### src/hw/rtl/bsp_pkg.sv
`timescale 1ns / 1ps
// ----------------------------------------------------------------------------
// BMP stream parser package
// Shared types and constants for the BMP byte-stream parser and its checker.
// ----------------------------------------------------------------------------
package bsp_pkg;

  // Parser phases, one-hot.
  typedef enum logic [5:0] {
    PH_HEADER = 6'b000001,
    PH_SKIP   = 6'b000010,
    PH_PIXEL  = 6'b000100,
    PH_PAD    = 6'b001000,
    PH_DONE   = 6'b010000,
    PH_ERROR  = 6'b100000
  } phase_e;

  // Kind of a result transaction, carried on the master tuser.
  typedef enum logic [1:0] {
    KIND_PIXEL  = 2'd0,
    KIND_HEADER = 2'd1,
    KIND_ERROR  = 2'd2
  } kind_e;

  // Error codes reported with an error result.
  typedef enum logic [2:0] {
    ERR_SIGNATURE   = 3'd0,
    ERR_INFO_SIZE   = 3'd1,
    ERR_PLANES      = 3'd2,
    ERR_BIT_COUNT   = 3'd3,
    ERR_COMPRESSION = 3'd4,
    ERR_TOO_LARGE   = 3'd5
  } err_e;

  // Byte positions at which a little-endian header field is complete.
  localparam logic [5:0] POS_SIGNATURE   = 6'd1;
  localparam logic [5:0] POS_OFFSET      = 6'd13;
  localparam logic [5:0] POS_INFO_SIZE   = 6'd17;
  localparam logic [5:0] POS_WIDTH       = 6'd21;
  localparam logic [5:0] POS_HEIGHT      = 6'd25;
  localparam logic [5:0] POS_PLANES      = 6'd27;
  localparam logic [5:0] POS_BIT_COUNT   = 6'd29;
  localparam logic [5:0] POS_COMPRESSION = 6'd33;
  localparam logic [5:0] POS_HEADER_END  = 6'd53;

  // Header field values.
  localparam logic [7:0]  SIG_FIRST   = 8'h42;  // 'B'
  localparam logic [7:0]  SIG_SECOND  = 8'h4D;  // 'M'
  localparam logic [31:0] INFO_SIZE   = 32'd40;
  localparam logic [15:0] ONE_PLANE   = 16'd1;
  localparam logic [15:0] BPP_24      = 16'd24;
  localparam logic [15:0] BPP_16      = 16'd16;
  localparam logic [31:0] PIXEL_START = 32'd54;

  // Result field widths and the packed master tdata width.
  localparam int unsigned ERR_CODE_W = 3;
  localparam int unsigned DIM_W      = 13;
  localparam int unsigned COORD_W    = 12;
  localparam int unsigned M_TDATA_W  = 80;

endpackage

### src/hw/rtl/bmp_stream_parser.sv
`timescale 1ns / 1ps
// ----------------------------------------------------------------------------
// BMP stream parser
// Decodes a BMP file fed one byte per transaction into header, pixel and error results.
// ----------------------------------------------------------------------------
// Usage:
//   The slave channel takes one file byte per transaction in tdata; tuser high
//   marks the first byte of a new file and restarts the parser on that byte.
//   The master channel gives at most one result per input byte: tuser holds the
//   result kind (pixel, header accepted, error) and tlast marks the last pixel.
//   The header is checked as it streams in; a failed check gives one error
//   result and the rest of the file is ignored until the next first byte.
//   A good header gives one result on byte 53, then one result per pixel once
//   its last byte arrives, with row padding dropped.
// Output timing and throughput:
//   A result shows on the master side in the cycle after the byte that completes
//   it is accepted. All decoding sits between the slave handshake and a single
//   output register; one byte is taken every cycle unless the output is stalled.
// Reset and stall:
//   Reset puts the parser at byte 0 of the header with the output empty.
//   While a result waits on a stalled master side, the slave side holds off; it
//   is ready whenever the output register is empty or the master side is ready.
// ----------------------------------------------------------------------------
module bmp_stream_parser #(
  parameter int unsigned MAX_WIDTH  = 4096,
  parameter int unsigned MAX_HEIGHT = 4096
) (
  input  logic                           clk_i,
  input  logic                           rst_ni,
  // Slave side.
  input  logic                           s_axis_tvalid,
  output logic                           s_axis_tready,
  input  logic [7:0]                     s_axis_tdata,   // [7:0] file_byte
  input  logic                           s_axis_tuser,   // [0] first_byte
  // Master side.
  output logic                           m_axis_tvalid,
  input  logic                           m_axis_tready,
  // [2:0] error_code, [15:3] image_width, [28:16] image_height,
  // [29] is_24_bit, [41:30] pixel_x, [53:42] pixel_y, [61:54] byte_first,
  // [69:62] byte_second, [77:70] byte_third, [79:78] zero
  output logic [bsp_pkg::M_TDATA_W-1:0]  m_axis_tdata,
  output logic [1:0]                     m_axis_tuser,   // [1:0] result_kind
  output logic                           m_axis_tlast    // last_pixel
);

  localparam int unsigned WW        = $clog2(MAX_WIDTH + 1);
  localparam int unsigned HW        = $clog2(MAX_HEIGHT + 1);
  localparam int unsigned COORD_W_L = bsp_pkg::COORD_W;

  // Parser state.
  bsp_pkg::phase_e phase_q, phase_d;
  logic [31:0]     pos_q, pos_d;
  logic [31:0]     shift_q, shift_d;
  logic [WW-1:0]   width_q, width_d;
  logic [HW-1:0]   height_q, height_d;
  logic [31:0]     offset_q, offset_d;
  logic            deep_q, deep_d;
  logic [WW-1:0]   col_q, col_d;
  logic [HW-1:0]   row_q, row_d;
  logic [1:0]      pidx_q, pidx_d;
  logic [15:0]     held_q, held_d;
  logic [1:0]      pad_q, pad_d;

  // Output register.
  logic                          out_valid_q;
  logic [bsp_pkg::M_TDATA_W-1:0] out_data_q, out_data_d;
  logic [1:0]                    out_kind_q;
  logic                          out_last_q;

  logic            s_acc;
  logic [7:0]      in_byte;
  logic            restart;

  // State seen by this byte: a first byte starts from the reset state.
  bsp_pkg::phase_e cur_phase;
  logic [31:0]     cur_pos;
  logic [WW-1:0]   cur_col;
  logic [HW-1:0]   cur_row;
  logic [1:0]      cur_pidx;

  // Result of this byte.
  logic                 res_valid;
  bsp_pkg::kind_e       res_kind;
  bsp_pkg::err_e        res_err;
  logic                 res_dims;
  logic [COORD_W_L-1:0] res_x, res_y;
  logic [7:0]           res_b1, res_b2, res_b3;
  logic                 res_last;

  // Pixel bookkeeping.
  logic [WW:0]     col_next;
  logic [HW:0]     row_next;
  logic            pix_emit;
  logic            pix_last;
  logic [HW-1:0]   y_down;
  logic [1:0]      w_lo;
  logic [1:0]      pad_bytes;

  assign s_axis_tready = !out_valid_q || m_axis_tready;
  assign s_acc         = s_axis_tvalid && s_axis_tready;
  assign in_byte       = s_axis_tdata;
  assign restart       = s_axis_tuser;

  assign cur_phase = restart ? bsp_pkg::PH_HEADER : phase_q;
  assign cur_pos   = restart ? 32'd0 : pos_q;
  assign cur_col   = restart ? '0 : col_q;
  assign cur_row   = restart ? '0 : row_q;
  assign cur_pidx  = restart ? 2'd0 : pidx_q;

  // Pixel position and padding helpers.
  assign col_next  = (WW + 1)'(cur_col) + (WW + 1)'(1);
  assign row_next  = (HW + 1)'(cur_row) + (HW + 1)'(1);
  assign pix_emit  = deep_q ? (cur_pidx == 2'd2) : (cur_pidx == 2'd1);
  assign pix_last  = (col_next == (WW + 1)'(width_q)) && (row_next == (HW + 1)'(height_q));
  assign y_down    = height_q - HW'(1) - cur_row;
  assign w_lo      = 2'(width_q);
  // Row bytes mod 4 is w*3 or w*2; the padding brings it up to a multiple of 4.
  assign pad_bytes = deep_q ? w_lo : {w_lo[0], 1'b0};

  // Next state and result of the accepted byte.
  always_comb begin
    phase_d   = cur_phase;
    pos_d     = cur_pos;
    shift_d   = shift_q;
    width_d   = width_q;
    height_d  = height_q;
    offset_d  = offset_q;
    deep_d    = deep_q;
    col_d     = cur_col;
    row_d     = cur_row;
    pidx_d    = cur_pidx;
    held_d    = held_q;
    pad_d     = pad_q;
    res_valid = 1'b0;
    res_kind  = bsp_pkg::KIND_PIXEL;
    res_err   = bsp_pkg::ERR_SIGNATURE;
    res_dims  = 1'b0;
    res_x     = '0;
    res_y     = '0;
    res_b1    = 8'd0;
    res_b2    = 8'd0;
    res_b3    = 8'd0;
    res_last  = 1'b0;

    case (cur_phase)
      bsp_pkg::PH_HEADER: begin
        shift_d = {in_byte, shift_q[31:8]};
        pos_d   = cur_pos + 32'd1;
        case (cur_pos[5:0])
          bsp_pkg::POS_SIGNATURE: begin
            if (shift_d[23:16] != bsp_pkg::SIG_FIRST || shift_d[31:24] != bsp_pkg::SIG_SECOND) begin
              res_valid = 1'b1;
              res_kind  = bsp_pkg::KIND_ERROR;
              res_err   = bsp_pkg::ERR_SIGNATURE;
              phase_d   = bsp_pkg::PH_ERROR;
            end
          end
          bsp_pkg::POS_OFFSET: begin
            offset_d = shift_d;
          end
          bsp_pkg::POS_INFO_SIZE: begin
            if (shift_d != bsp_pkg::INFO_SIZE) begin
              res_valid = 1'b1;
              res_kind  = bsp_pkg::KIND_ERROR;
              res_err   = bsp_pkg::ERR_INFO_SIZE;
              phase_d   = bsp_pkg::PH_ERROR;
            end
          end
          bsp_pkg::POS_WIDTH: begin
            if (shift_d > 32'(MAX_WIDTH)) begin
              res_valid = 1'b1;
              res_kind  = bsp_pkg::KIND_ERROR;
              res_err   = bsp_pkg::ERR_TOO_LARGE;
              phase_d   = bsp_pkg::PH_ERROR;
            end else begin
              width_d = WW'(shift_d);
            end
          end
          bsp_pkg::POS_HEIGHT: begin
            if (shift_d > 32'(MAX_HEIGHT)) begin
              res_valid = 1'b1;
              res_kind  = bsp_pkg::KIND_ERROR;
              res_err   = bsp_pkg::ERR_TOO_LARGE;
              phase_d   = bsp_pkg::PH_ERROR;
            end else begin
              height_d = HW'(shift_d);
            end
          end
          bsp_pkg::POS_PLANES: begin
            if (shift_d[31:16] != bsp_pkg::ONE_PLANE) begin
              res_valid = 1'b1;
              res_kind  = bsp_pkg::KIND_ERROR;
              res_err   = bsp_pkg::ERR_PLANES;
              phase_d   = bsp_pkg::PH_ERROR;
            end
          end
          bsp_pkg::POS_BIT_COUNT: begin
            if (shift_d[31:16] == bsp_pkg::BPP_24) begin
              deep_d = 1'b1;
            end else if (shift_d[31:16] == bsp_pkg::BPP_16) begin
              deep_d = 1'b0;
            end else begin
              res_valid = 1'b1;
              res_kind  = bsp_pkg::KIND_ERROR;
              res_err   = bsp_pkg::ERR_BIT_COUNT;
              phase_d   = bsp_pkg::PH_ERROR;
            end
          end
          bsp_pkg::POS_COMPRESSION: begin
            if (shift_d != 32'd0) begin
              res_valid = 1'b1;
              res_kind  = bsp_pkg::KIND_ERROR;
              res_err   = bsp_pkg::ERR_COMPRESSION;
              phase_d   = bsp_pkg::PH_ERROR;
            end
          end
          bsp_pkg::POS_HEADER_END: begin
            res_valid = 1'b1;
            res_kind  = bsp_pkg::KIND_HEADER;
            res_dims  = 1'b1;
            if (width_q == '0 || height_q == '0) begin
              phase_d = bsp_pkg::PH_DONE;
            end else if (offset_q > bsp_pkg::PIXEL_START) begin
              phase_d = bsp_pkg::PH_SKIP;
            end else begin
              phase_d = bsp_pkg::PH_PIXEL;
            end
          end
          default: begin
          end
        endcase
      end

      // Gap between the headers and the pixel array.
      bsp_pkg::PH_SKIP: begin
        pos_d = cur_pos + 32'd1;
        if (pos_d >= offset_q) begin
          phase_d = bsp_pkg::PH_PIXEL;
        end
      end

      // Collect pixel bytes and emit on the last one.
      bsp_pkg::PH_PIXEL: begin
        if (!pix_emit) begin
          if (cur_pidx[0]) begin
            held_d[15:8] = in_byte;
          end else begin
            held_d[7:0] = in_byte;
          end
          pidx_d = cur_pidx + 2'd1;
        end else begin
          res_valid = 1'b1;
          res_kind  = bsp_pkg::KIND_PIXEL;
          res_dims  = 1'b1;
          res_x     = COORD_W_L'(cur_col);
          res_y     = deep_q ? COORD_W_L'(cur_row) : COORD_W_L'(y_down);
          res_b1    = held_q[7:0];
          res_b2    = deep_q ? held_q[15:8] : in_byte;
          res_b3    = deep_q ? in_byte : 8'd0;
          res_last  = pix_last;
          pidx_d    = 2'd0;
          if (pix_last) begin
            phase_d = bsp_pkg::PH_DONE;
          end else if (col_next == (WW + 1)'(width_q)) begin
            col_d = '0;
            row_d = HW'(row_next);
            if (pad_bytes != 2'd0) begin
              pad_d   = pad_bytes;
              phase_d = bsp_pkg::PH_PAD;
            end
          end else begin
            col_d = WW'(col_next);
          end
        end
      end

      // Drop the row padding.
      bsp_pkg::PH_PAD: begin
        pad_d = pad_q - 2'd1;
        if (pad_d == 2'd0) begin
          phase_d = bsp_pkg::PH_PIXEL;
        end
      end

      default: begin
      end
    endcase
  end

  // Pack the result transaction.
  always_comb begin
    out_data_d = {2'b00, res_b3, res_b2, res_b1, res_y, res_x,
                  res_dims & deep_q,
                  res_dims ? bsp_pkg::DIM_W'(height_q) : bsp_pkg::DIM_W'(0),
                  res_dims ? bsp_pkg::DIM_W'(width_q) : bsp_pkg::DIM_W'(0),
                  (res_kind == bsp_pkg::KIND_ERROR) ? res_err : bsp_pkg::ERR_SIGNATURE};
  end

  // Control state.
  always_ff @(posedge clk_i or negedge rst_ni) begin
    if (!rst_ni) begin
      phase_q <= bsp_pkg::PH_HEADER;
      pos_q   <= 32'd0;
      col_q   <= '0;
      row_q   <= '0;
      pidx_q  <= 2'd0;
      pad_q   <= 2'd0;
    end else if (s_acc) begin
      phase_q <= phase_d;
      pos_q   <= pos_d;
      col_q   <= col_d;
      row_q   <= row_d;
      pidx_q  <= pidx_d;
      pad_q   <= pad_d;
    end
  end

  // Header fields and held pixel bytes.
  always_ff @(posedge clk_i) begin
    if (s_acc) begin
      shift_q  <= shift_d;
      width_q  <= width_d;
      height_q <= height_d;
      offset_q <= offset_d;
      deep_q   <= deep_d;
      held_q   <= held_d;
    end
  end

  // Output valid.
  always_ff @(posedge clk_i or negedge rst_ni) begin
    if (!rst_ni) begin
      out_valid_q <= 1'b0;
    end else if (s_acc && res_valid) begin
      out_valid_q <= 1'b1;
    end else if (m_axis_tready) begin
      out_valid_q <= 1'b0;
    end
  end

  // Output payload.
  always_ff @(posedge clk_i) begin
    if (s_acc && res_valid) begin
      out_data_q <= out_data_d;
      out_kind_q <= res_kind;
      out_last_q <= res_last;
    end
  end

  assign m_axis_tvalid = out_valid_q;
  assign m_axis_tdata  = out_data_q;
  assign m_axis_tuser  = out_kind_q;
  assign m_axis_tlast  = out_last_q;

endmodule

### config.mk
export PLATFORM = sky130hd
export DESIGN_NAME = bmp_stream_parser
export DESIGN_NICKNAME = d
export VERILOG_FILES = /design/src/hw/rtl/bsp_pkg.sv /design/src/hw/rtl/bmp_stream_parser.sv
export SDC_FILE = /design/constraint.sdc
export NUM_CORES = 1
export LEC_CHECK = 0
export ABC_AREA = 1
export BUFFER_PORTS_ARGS = -buffer_cell sky130_fd_sc_hd__buf_2
export CAP_MARGIN = 20
export CORE_MARGIN = 8
export CORE_UTILIZATION = 66
export DETAILED_ROUTE_END_ITERATION = 6
export PLACE_DENSITY = 0.95
export SYNTH_ARGS = -nofsm -noshare
export SYNTH_HDL_FRONTEND = slang
export SYNTH_SLANG_ARGS = --single-unit
### constraint.sdc
create_clock -name clk_i -period 10.9 [get_ports clk_i]
set_input_delay 1.635 -clock clk_i [delete_from_list [all_inputs] [get_ports clk_i]]
set_output_delay 1.635 -clock clk_i [all_outputs]
set_load 0.005 [all_outputs]
# ---- Word-level counts from Yosys, hierarchy flattened
# Index checks and enable logic that the tools add are counted.
# Widths: inputs -> output; s select.
dict set report op_classes {
  addsub 7
  n_shift 0
  n_mux 73
  bitwise 4
  n_mul 0
  eq_ne 28
  n_div 0
  magnitude_cmp 3
  n_reduce_logical 28
}
# cell n
set op_table {}
lappend op_table {{$mux 13} 10}
lappend op_table {{$mux 6} 14}
lappend op_table {{$mux 32} 2}
lappend op_table {{$pmux 6 s7} 1}
lappend op_table {{$mux 2} 19}
lappend op_table {{$add 32x1->32 const B} 1}
lappend op_table {{$eq 16x5->1 const B} 2}
lappend op_table {{$ge 32x32->1} 1}
lappend op_table {{$gt 32x13->1 const B} 1}
lappend op_table {{$gt 32x6->1 const B} 1}
lappend op_table {{$ne 32x6->1 const B} 1}
lappend op_table {{$reduce_bool 32->1} 1}
lappend op_table {{$eq 6x5->1 const B} 5}
lappend op_table {{$add 13x1->14 const B} 2}
lappend op_table {{$eq 14x13->1} 2}
lappend op_table {{$logic_not 13->1} 2}
lappend op_table {{$pmux 6 s4} 1}
lappend op_table {{$reduce_and 4->1} 5}
lappend op_table {{$ne 16x1->1 const B} 1}
lappend op_table {{$ne 8x7->1 const B} 2}
lappend op_table {{$pmux 3 s5} 1}
lappend op_table {{$mux 1} 14}
lappend op_table {{$pmux 2 s7} 1}
lappend op_table {{$eq 6x1->1 const B} 2}
lappend op_table {{29 further kinds} 51}
dict set report word_totals {
  input_bits 13
  regBits 257
  output_inout_bits 85
  elab_cells 164
  latch_bits 0
  mem_bits_rw 0
  memories 0
  romBits 0
}

# ---- Longest topological paths before layout
# Gate-level depths: netlist of the first run.
dict set report logic_depth {
  word_depth 7
  depth_mapped 25
  depth_no_buf 24
}

# ---- Worst setup path after synthesis of the first run
# No wires, ideal clock.
dict set report synth_timing {
  path_kind {input port to flip-flop}
  start {input port s_axis_tuser}
  end {register offset_q[0] (enable)}
  path_stages 9
  t_arrival_ns 6.973
  required_time_ns 10.397
  n_path_buf 3
  path_slack_ns 3.425
  setup_ns 0.503
  path_cell_list {buf_4 buf_6 buf_2 nor2_1 nor2_1 nand4_1 nor2_1 inv_1 nor4_1}
}
dict set report synth_between {
  elab_chain_cells 3
  word_cells_on_any_way 5
  classes_between {eq/ne (2); mux (2); reduce/logical (1)}
}
# element line
set synth_lines {}
lappend synth_lines {{from (decl)} bmp_stream_parser.sv:34} ;# input logic s_axis_tuser,
lappend synth_lines {{$mux 6 or $mux 32 (tied branches)} {bmp_stream_parser.sv:104, bmp_stream_parser.sv:105}}
lappend synth_lines {{$eq 6x1->1 or $eq 6x4->1 (tied branches)} {bmp_stream_parser.sv:145, bmp_stream_parser.sv:149}}
lappend synth_lines {{$reduce_and 3->1 (no source line) *} n/a}
lappend synth_lines {{to (signal assigned)} bmp_stream_parser.sv:324} ;# offset_q <= offset_d;
lappend synth_lines {{to (decl)} bmp_stream_parser.sv:56} ;# logic [31:0] offset_q, offset_d;
# Every way passes the cells marked *; elsewhere a longest branch is shown, timed or not.
# A chain may end at the register's enable or synchronous reset.

# ---- Final worst setup path of the first run
dict set report layout_timing {
  start {input port s_axis_tuser}
  end {register phase_q[2]}
}
dict set report layout_between {
  elab_chain_cells 7
  word_cells_on_any_way 43
  classes_between {add/sub (3); order compare (1); eq/ne (16); mux (21); reduce/logical (2)}
}
# element line
set layout_lines {}
lappend layout_lines {{parallel branches: the longest is 6 deep, another holds $add 32x1->32} n/a}
lappend layout_lines {{$pmux 6 s4 *} bmp_stream_parser.sv:145} ;# case (cur_phase)
lappend layout_lines {{to (signal assigned)} bmp_stream_parser.sv:302} ;# phase_q <= bsp_pkg::PH_HEADER;
lappend layout_lines {{to (signal assigned)} bmp_stream_parser.sv:309} ;# phase_q <= phase_d;
lappend layout_lines {{to (decl)} bmp_stream_parser.sv:51} ;# bsp_pkg::phase_e phase_q, phase_d;
# Every way passes the cells marked *.

==> results.sh, run 1 <==
export IMPL_status="finished with violations"
export IMPL_violations="design-rule violations"
export IMPL_htreeDepth=1
export IMPL_synth_edf_count=180
export IMPL_synth_most_common_cell="nand2_1"
export IMPL_internal_power_mw=1.80
export IMPL_place_area_mm2=0.0147
export IMPL_synth_ff_type="edfxtp_1"
export IMPL_syn_cell_area_mm2=0.0141
export IMPL_grt_max_degree=76
export IMPL_cts_buffer_depth=3
export IMPL_cts_tree="done"
export IMPL_p_sw_frac=0.324
export IMPL_grt_usage=0.282
export IMPL_endpoint="phase_q[2]"
export IMPL_timing_rr_end="phase_q[1]"
export IMPL_seqPwrFrac=0.463
export IMPL_post_route_period_util=0.545
export IMPL_clock_skew_ns=0.0189
export IMPL_rsz0062_at_grt="false"
export IMPL_synth_async_reset_ratio=0.277
export IMPL_synth_area_top_cells="edfxtp_1 (38%), dfrtp_1 (12%), nand2_1 (9.5%)"
export IMPL_power_share_clock=0.318
export IMPL_post_cts_resized=0
export IMPL_setup_violations=0
export IMPL_drive_gt1_frac=0.104
export IMPL_dieArea_mm2=0.0262
export IMPL_critPathRequiredTime_ns=11.32
export IMPL_antenna_left=0
export IMPL_max_freq_mhz=168
export IMPL_io_pins=98
export IMPL_wl_per_cell_um=18.1
export IMPL_cp_end_kind="register"
export IMPL_drv_slew=0
export IMPL_rrSetupSlack_ns=6.84
export IMPL_finalNetCount=1844
export IMPL_synth_seq_cells=249
export IMPL_hold_path_class="reg2reg"
export IMPL_crit_type="in2reg"
export IMPL_synth_area_per_cell_um2=8.30
export IMPL_switchingPower_uw=863
export IMPL_grt_pass1_wl_mm=60.0
export IMPL_hpwl_mm=25.9
export IMPL_power_density_mw_per_mm2=171
export IMPL_cp_start_kind="primary input"
export IMPL_ys_warn_count=0
export IMPL_gp_congestion=1.01
export IMPL_yosysTopAreaCell="edfxtp_1"
export IMPL_drt_vias_per_instance=5.97
export IMPL_p_comb_frac=0.218
export IMPL_tns_ns=0
export IMPL_synth_cell_types=51
export IMPL_clk_pin_slew_ns=0.06
export IMPL_die_w_um=162
export IMPL_grt_pass1_vias=12268
export IMPL_cp_arrival_ns=6.36
export IMPL_vdd_ir_drop_max_mv=0.149
export IMPL_worst_path_max_fanout=48
export IMPL_critPathLaunch="s_axis_tuser"
export IMPL_seq_area_frac_synth=0.507
export IMPL_clock_sinks=249
export IMPL_synthTopCellsByCount="nand2_1 (355), inv_1 (255), nor2_1 (236)"
export IMPL_drt_iter0_drc=1454
export IMPL_area_growth_pct=10.7
export IMPL_synthesis_instances=1693
export IMPL_cts_buffers=27
export IMPL_holdBufCountCts=0
export IMPL_finalHoldViolCount=0
export IMPL_route_detailed_drc=1
export IMPL_slew_headroom=0.317
export IMPL_n_antenna_cell=0
export IMPL_layout_min_cycle_time_ns=5.94
export IMPL_max_cap_violations=0
export IMPL_dr_pass1_iters=7
export IMPL_synth_top_cell_area_share=0.384
export IMPL_worstMarginPinSlew_ns=1.02
export IMPL_fin_area_mm2=0.0156
export IMPL_dr_total_vias=12404
export IMPL_wirelength_mm=37.6
export IMPL_fp_dieH_um=162
export IMPL_cts_root_buf="clkbuf_16"
export IMPL_clk_latency_ns=0.54
export IMPL_start_util=0.671
export IMPL_rr_worst_depth=21
export IMPL_fp_row_count=53
export IMPL_rr_startpoint="pos_q[0]"
export IMPL_power_leakage_nw=7.04
export IMPL_grt_overflow=0
export IMPL_post_cts_setup_buffers=0
export IMPL_coreArea_mm2=0.0210
export IMPL_io_buffer_count=95
export IMPL_antenna_found_initial=1
-- worst min path at each step --
stage                           start           end  cells past startpoint
after floorplan              pad_q[1]      pad_q[1]                      2
after global placement    shift_q[31]  offset_q[23]                      0
after detailed placement  shift_q[21]  offset_q[13]                      0
after CTS                 shift_q[22]   shift_q[14]                      0
after global routing       phase_q[0]    phase_q[0]                      2
final                     shift_q[22]   shift_q[14]                      0
-- per-stage QoR --
stage          utilization  setup WS (ns)  power (mW)  instances  hold slack (ns)
6_report             0.743           4.96        2.67       2078            0.481
5_1_grt              0.743           4.43        2.79       2078            0.486
4_1_cts              0.742           5.12        2.66       2076            0.477
3_5_place_dp         0.703           4.63        1.81       2026            0.463
3_3_place_gp         0.702           4.83        1.78       2025            0.454
2_1_floorplan            -           3.42        1.63       1694            0.441
-- power groups by stage --
stage	Combinational, mW	Clock, mW	Sequential [mW]
after floorplan	0.412	0	1.22
after global placement	0.534	0	1.24
after detailed placement	0.564	0	1.25
after CTS	0.575	0.853	1.23
after global routing	0.654	0.888	1.24
final	0.582	0.849	1.24
-- per-layer routing --
metal / wire length (um) / track usage / up-vias / share of wire
li1: - / - / 5712 / -
met1: 13200 / 0.327 / 5746 / 0.35
met2: 18600 / 0.488 / 754 / 0.49
met3: 3830 / 0.0544 / 190 / 0.10
met4: 2010 / 0.153 / 2 / 0.054
met5: 19 / 0 / - / 0.00051
-- kinds of logic (layout without fill, tap and decap cells) --
logic type                 after synthesis  count (layout)  synth area share
AOI/OAI and AO/OA                      206             206            0.0779
other                                    1               2          0.000267
DFF                                    249             249             0.507
muxes                                    1               1          0.000712
adders and majority gates               49              49            0.0441
xor gates and xnor gates                49              49            0.0325
and+or+nand+nor                        816             816             0.247
buffers and inverters                  322             431            0.0904
-- cells in the final DEF (no fill, tap or decap), types with 8 or more instances in the layout --
| master | instances |
|---|---|
| dfrtp_1 | 68 |
| nand4_1 | 37 |
| inv_2 | 17 |
| a21oi_1 | 93 |
| clkbuf_1 | 8 |
| o21ai_1 | 17 |
| buf_2 | 95 |
| buf_4 | 11 |
| nor3_1 | 31 |
| xor2_1 | 42 |
| o22ai_1 | 9 |
| o21ai_0 | 67 |
| nor2_1 | 235 |
| inv_1 | 254 |
| nor2_2 | 9 |
| nand3_1 | 122 |
| ha_1 | 48 |
| edfxtp_1 | 180 |
| clkbuf_16 | 27 |
| nand2_1 | 354 |
| nor4_1 | 8 |
-- layout make-up --
type                            count  area [um^2]
Sequential cell                   249         7130
Multi-Input combinational cell   1123         5670
Fill cell                        1418         5390
Inverter                          274         1030
Clock buffer                       37          733
Timing Repair Buffer              107          573
Tap cell                          275          344
Clock inverter                     13         81.3
-- critical path: stages --
cell and delay, ns:
buf_2 0.10, buf_4 0.31, inv_2 0.76, nand2_1 0.26, nor3_2 0.32, nand3_1 0.15
nor2_1 0.17, nand2_1 0.11, nor2_1 0.23, nand2_1 0.15, nor2_2 0.19, nand4_1 0.14
xor2_1 0.27, inv_1 0.08, ha_1 0.30, a21oi_1 0.16, o21ai_0 0.11, nand2_1 0.07
o211ai_1 0.09, a21oi_1 0.22, nand3_1 0.18, a21oi_1 0.16, nand2_1 0.07, nand2_1 0.06
nand2_1 0.06
-- flip-flops by register name, summed over array words and instances (netlist names), 6 cells and up --
register and flops:
m_axis_tdata 78, offset_q 32, pos_q 32, shift_q 24, held_q 16, col_q 13, height_q 13, row_q 13
width_q 13, phase_q 6
Note: power is estimated with default switching activity, not from simulation.
==> run 2, diff against run 1 <==
--- a/config.mk
+++ b/config.mk
@@ -9,9 +9,9 @@
 export BUFFER_PORTS_ARGS = -buffer_cell sky130_fd_sc_hd__buf_2
 export CAP_MARGIN = 20
 export CORE_MARGIN = 8
-export CORE_UTILIZATION = 66
+export CORE_UTILIZATION = 61
 export DETAILED_ROUTE_END_ITERATION = 6
-export PLACE_DENSITY = 0.95
+export PLACE_DENSITY = 0.91
 export SYNTH_ARGS = -nofsm -noshare
 export SYNTH_HDL_FRONTEND = slang
 export SYNTH_SLANG_ARGS = --single-unit
==> constraint.sdc (replaced) <==
create_clock -name clk_i -period 5.9 [get_ports clk_i]
set_input_delay 0.885 -clock clk_i [delete_from_list [all_inputs] [get_ports clk_i]]
set_output_delay 0.885 -clock clk_i [all_outputs]
set_load 0.005 [all_outputs]
==> run 2 against run 1 <==
The flow now finishes without violations; cell area is 0.91% higher; via count is 1.1% lower; core utilization is 4.9 points lower; non-clock buffer count is 4 higher; sequential power is 83% higher; sequential cell count stayed put; final cell count is 0.58% higher; clock skew hardly changed; clock power is 100% higher; combinational power is 87% higher; total power is 90% higher; critical path type unchanged; highest routed layer is now met4.
==> results.sh, run 2 (synthesis results as in run 1) <==
export IMPL_status="completed"
export IMPL_die_w_um=168
export IMPL_n_antenna_cell=0
export IMPL_coreArea_mm2=0.0226
export IMPL_route_detailed_drc=0
export IMPL_worst_path_max_fanout=37
export IMPL_finalHoldViolCount=0
export IMPL_fp_dieH_um=168
export IMPL_holdBufCountCts=0
export IMPL_io_buffer_count=95
export IMPL_cts_tree="done"
export IMPL_grt_max_degree=70
export IMPL_io_pins=98
export IMPL_path_buf_inv=4
export IMPL_htreeDepth=1
export IMPL_cts_buffer_depth=3
export IMPL_clock_sinks=249
export IMPL_finalNetCount=1847
export IMPL_vdd_ir_drop_max_mv=0.303
export IMPL_wl_per_cell_um=18.1
export IMPL_layout_setup_ws_ns=1.46
export IMPL_layout_min_cycle_time_ns=4.44
export IMPL_clock_skew_ns=0.0189
export IMPL_grt_pass1_vias=12045
export IMPL_rr_worst_depth=21
export IMPL_cp_end_kind="register"
export IMPL_critical_path_depth=22
export IMPL_post_cts_resized=0
export IMPL_power_leakage_nw=7.11
export IMPL_rsz0062_at_grt="false"
export IMPL_worstMarginPinSlew_ns=1.10
export IMPL_gp_congestion=0.973
export IMPL_cp_arrival_ns=4.86
export IMPL_largest_reg_flops=78
export IMPL_cp_start_kind="primary input"
export IMPL_cts_buffers=26
export IMPL_tns_ns=0
export IMPL_antenna_left=0
export IMPL_drt_vias_per_instance=5.87
export IMPL_final_common_cell="nand2_1"
export IMPL_hold_path_class="reg2reg"
export IMPL_met2_usage=0.460
export IMPL_cts_root_buf="clkbuf_16"
export IMPL_pre_cts_ws_ns=1.03
export IMPL_hpwl_mm=26.9
export IMPL_drv_slew=0
export IMPL_max_cap_violations=0
export IMPL_fill_cells=1680
export IMPL_post_route_period_util=0.752
export IMPL_dr_total_vias=12270
export IMPL_cp_slowest_cell="nor3_2"
export IMPL_drt_iter0_drc=1424
export IMPL_critPathRequiredTime_ns=6.32
export IMPL_dr_pass1_iters=7
export IMPL_dieArea_mm2=0.0282
export IMPL_drive_gt1_frac=0.106
export IMPL_power_density_mw_per_mm2=322
export IMPL_fp_row_count=55
export IMPL_seqCellArea_mm2=0.00713
export IMPL_slew_headroom=0.261
export IMPL_wirelength_mm=37.8
export IMPL_cp_top_family="simple AND/OR/NAND/NOR gates"
export IMPL_final_cell_mix="nand2_1 (354), inv_1 (254), nor2_1 (235)"
export IMPL_clk_pin_slew_ns=0.06
export IMPL_start_util=0.621
export IMPL_grt_pass1_wl_mm=59.9
export IMPL_grt_overflow=0
export IMPL_cpPeakStageDelay_ns=0.34
export IMPL_antenna_found_initial=0
export IMPL_grt_usage=0.261
export IMPL_max_freq_mhz=225
export IMPL_worstPathCellList="buf_2 -> buf_4 -> nor2_1 -> ha_1 -> inv_1 -> nor3_2 -> nand3_1 -> nor2_1 -> nand4_1 -> nor3_1 -> xor2_1 -> inv_1 -> ha_1 -> nand2_1 -> nor2_1 -> nand2_1 -> nor4_1 -> nand4_1 -> nand3_1 -> o21ai_1 -> o211ai_1 -> nand2_1"
export IMPL_multiInputGateArea_mm2=0.00568
export IMPL_post_cts_setup_buffers=0
export IMPL_whs_path_depth=2
export IMPL_gr_usage_met3=0.0379
export IMPL_clk_latency_ns=0.54
export IMPL_setup_violations=0
export IMPL_area_growth_pct=11.7
export IMPL_use_met1=0.312
export IMPL_crit_type="in2reg"
export IMPL_globalRoute_busiestLayer="met2"
-- run 2: worst paths after layout --
path                         startpoint    endpoint  slack [ns]
setup / recovery           s_axis_tuser  phase_q[1]        1.46
hold / removal               phase_q[0]  phase_q[0]        0.47
setup reg to reg               pos_q[0]  phase_q[1]        2.00
hold reg to reg              phase_q[0]  phase_q[0]        0.47
max in group asynchronous        rst_ni    col_q[5]        4.64
min in group asynchronous        rst_ni   pos_q[30]        0.58
-- run 2: cell type report --
type | count | area share
inverter | 274 | 0.0655
tap | 285 | 0.0227
clock inverter | 11 | 0.00940
multi-input combinational | 1123 | 0.362
clock buffer | 37 | 0.0479
timing repair buffer | 111 | 0.0387
sequential | 249 | 0.454
-- run 2: routing by layer --
| metal | share of wire | up-vias |
|---|---|---|
| met5 | 0 | - |
| met4 | 0.043 | 0 |
| met3 | 0.092 | 142 |
| met2 | 0.49 | 700 |
| met1 | 0.37 | 5690 |
| li1 | - | 5738 |
-- run 2: stage by stage --
| step | cells | hold slack (ns) | util | total power [mW] | area [um^2] |
|---|---|---|---|---|---|
| 2_1_floorplan | 1694 | 0.441 | - | 3.02 | 14100 |
| 3_3_place_gp | 2041 | 0.457 | 0.654 | 3.31 | 14800 |
| 3_5_place_dp | 2041 | 0.460 | 0.654 | 3.36 | 14800 |
| 4_1_cts | 2089 | 0.472 | 0.693 | 5.05 | 15700 |
| 5_1_grt | 2090 | 0.498 | 0.694 | 5.29 | 15700 |
| 6_report | 2090 | 0.472 | 0.694 | 5.06 | 15700 |
-- run 2: tightest hold or removal path, stage by stage (launching register included) --
cell and delay [ns]:
dfstp_2 0.37, nand2_1 0.05, nand2_1 0.05
-- run 2: power by group --
group / internal [mW] / switching, mW
logic: 0.329 / 0.761
clock network: 1.02 / 0.686
registers: 2.13 / 0.139
total: 3.48 / 1.59
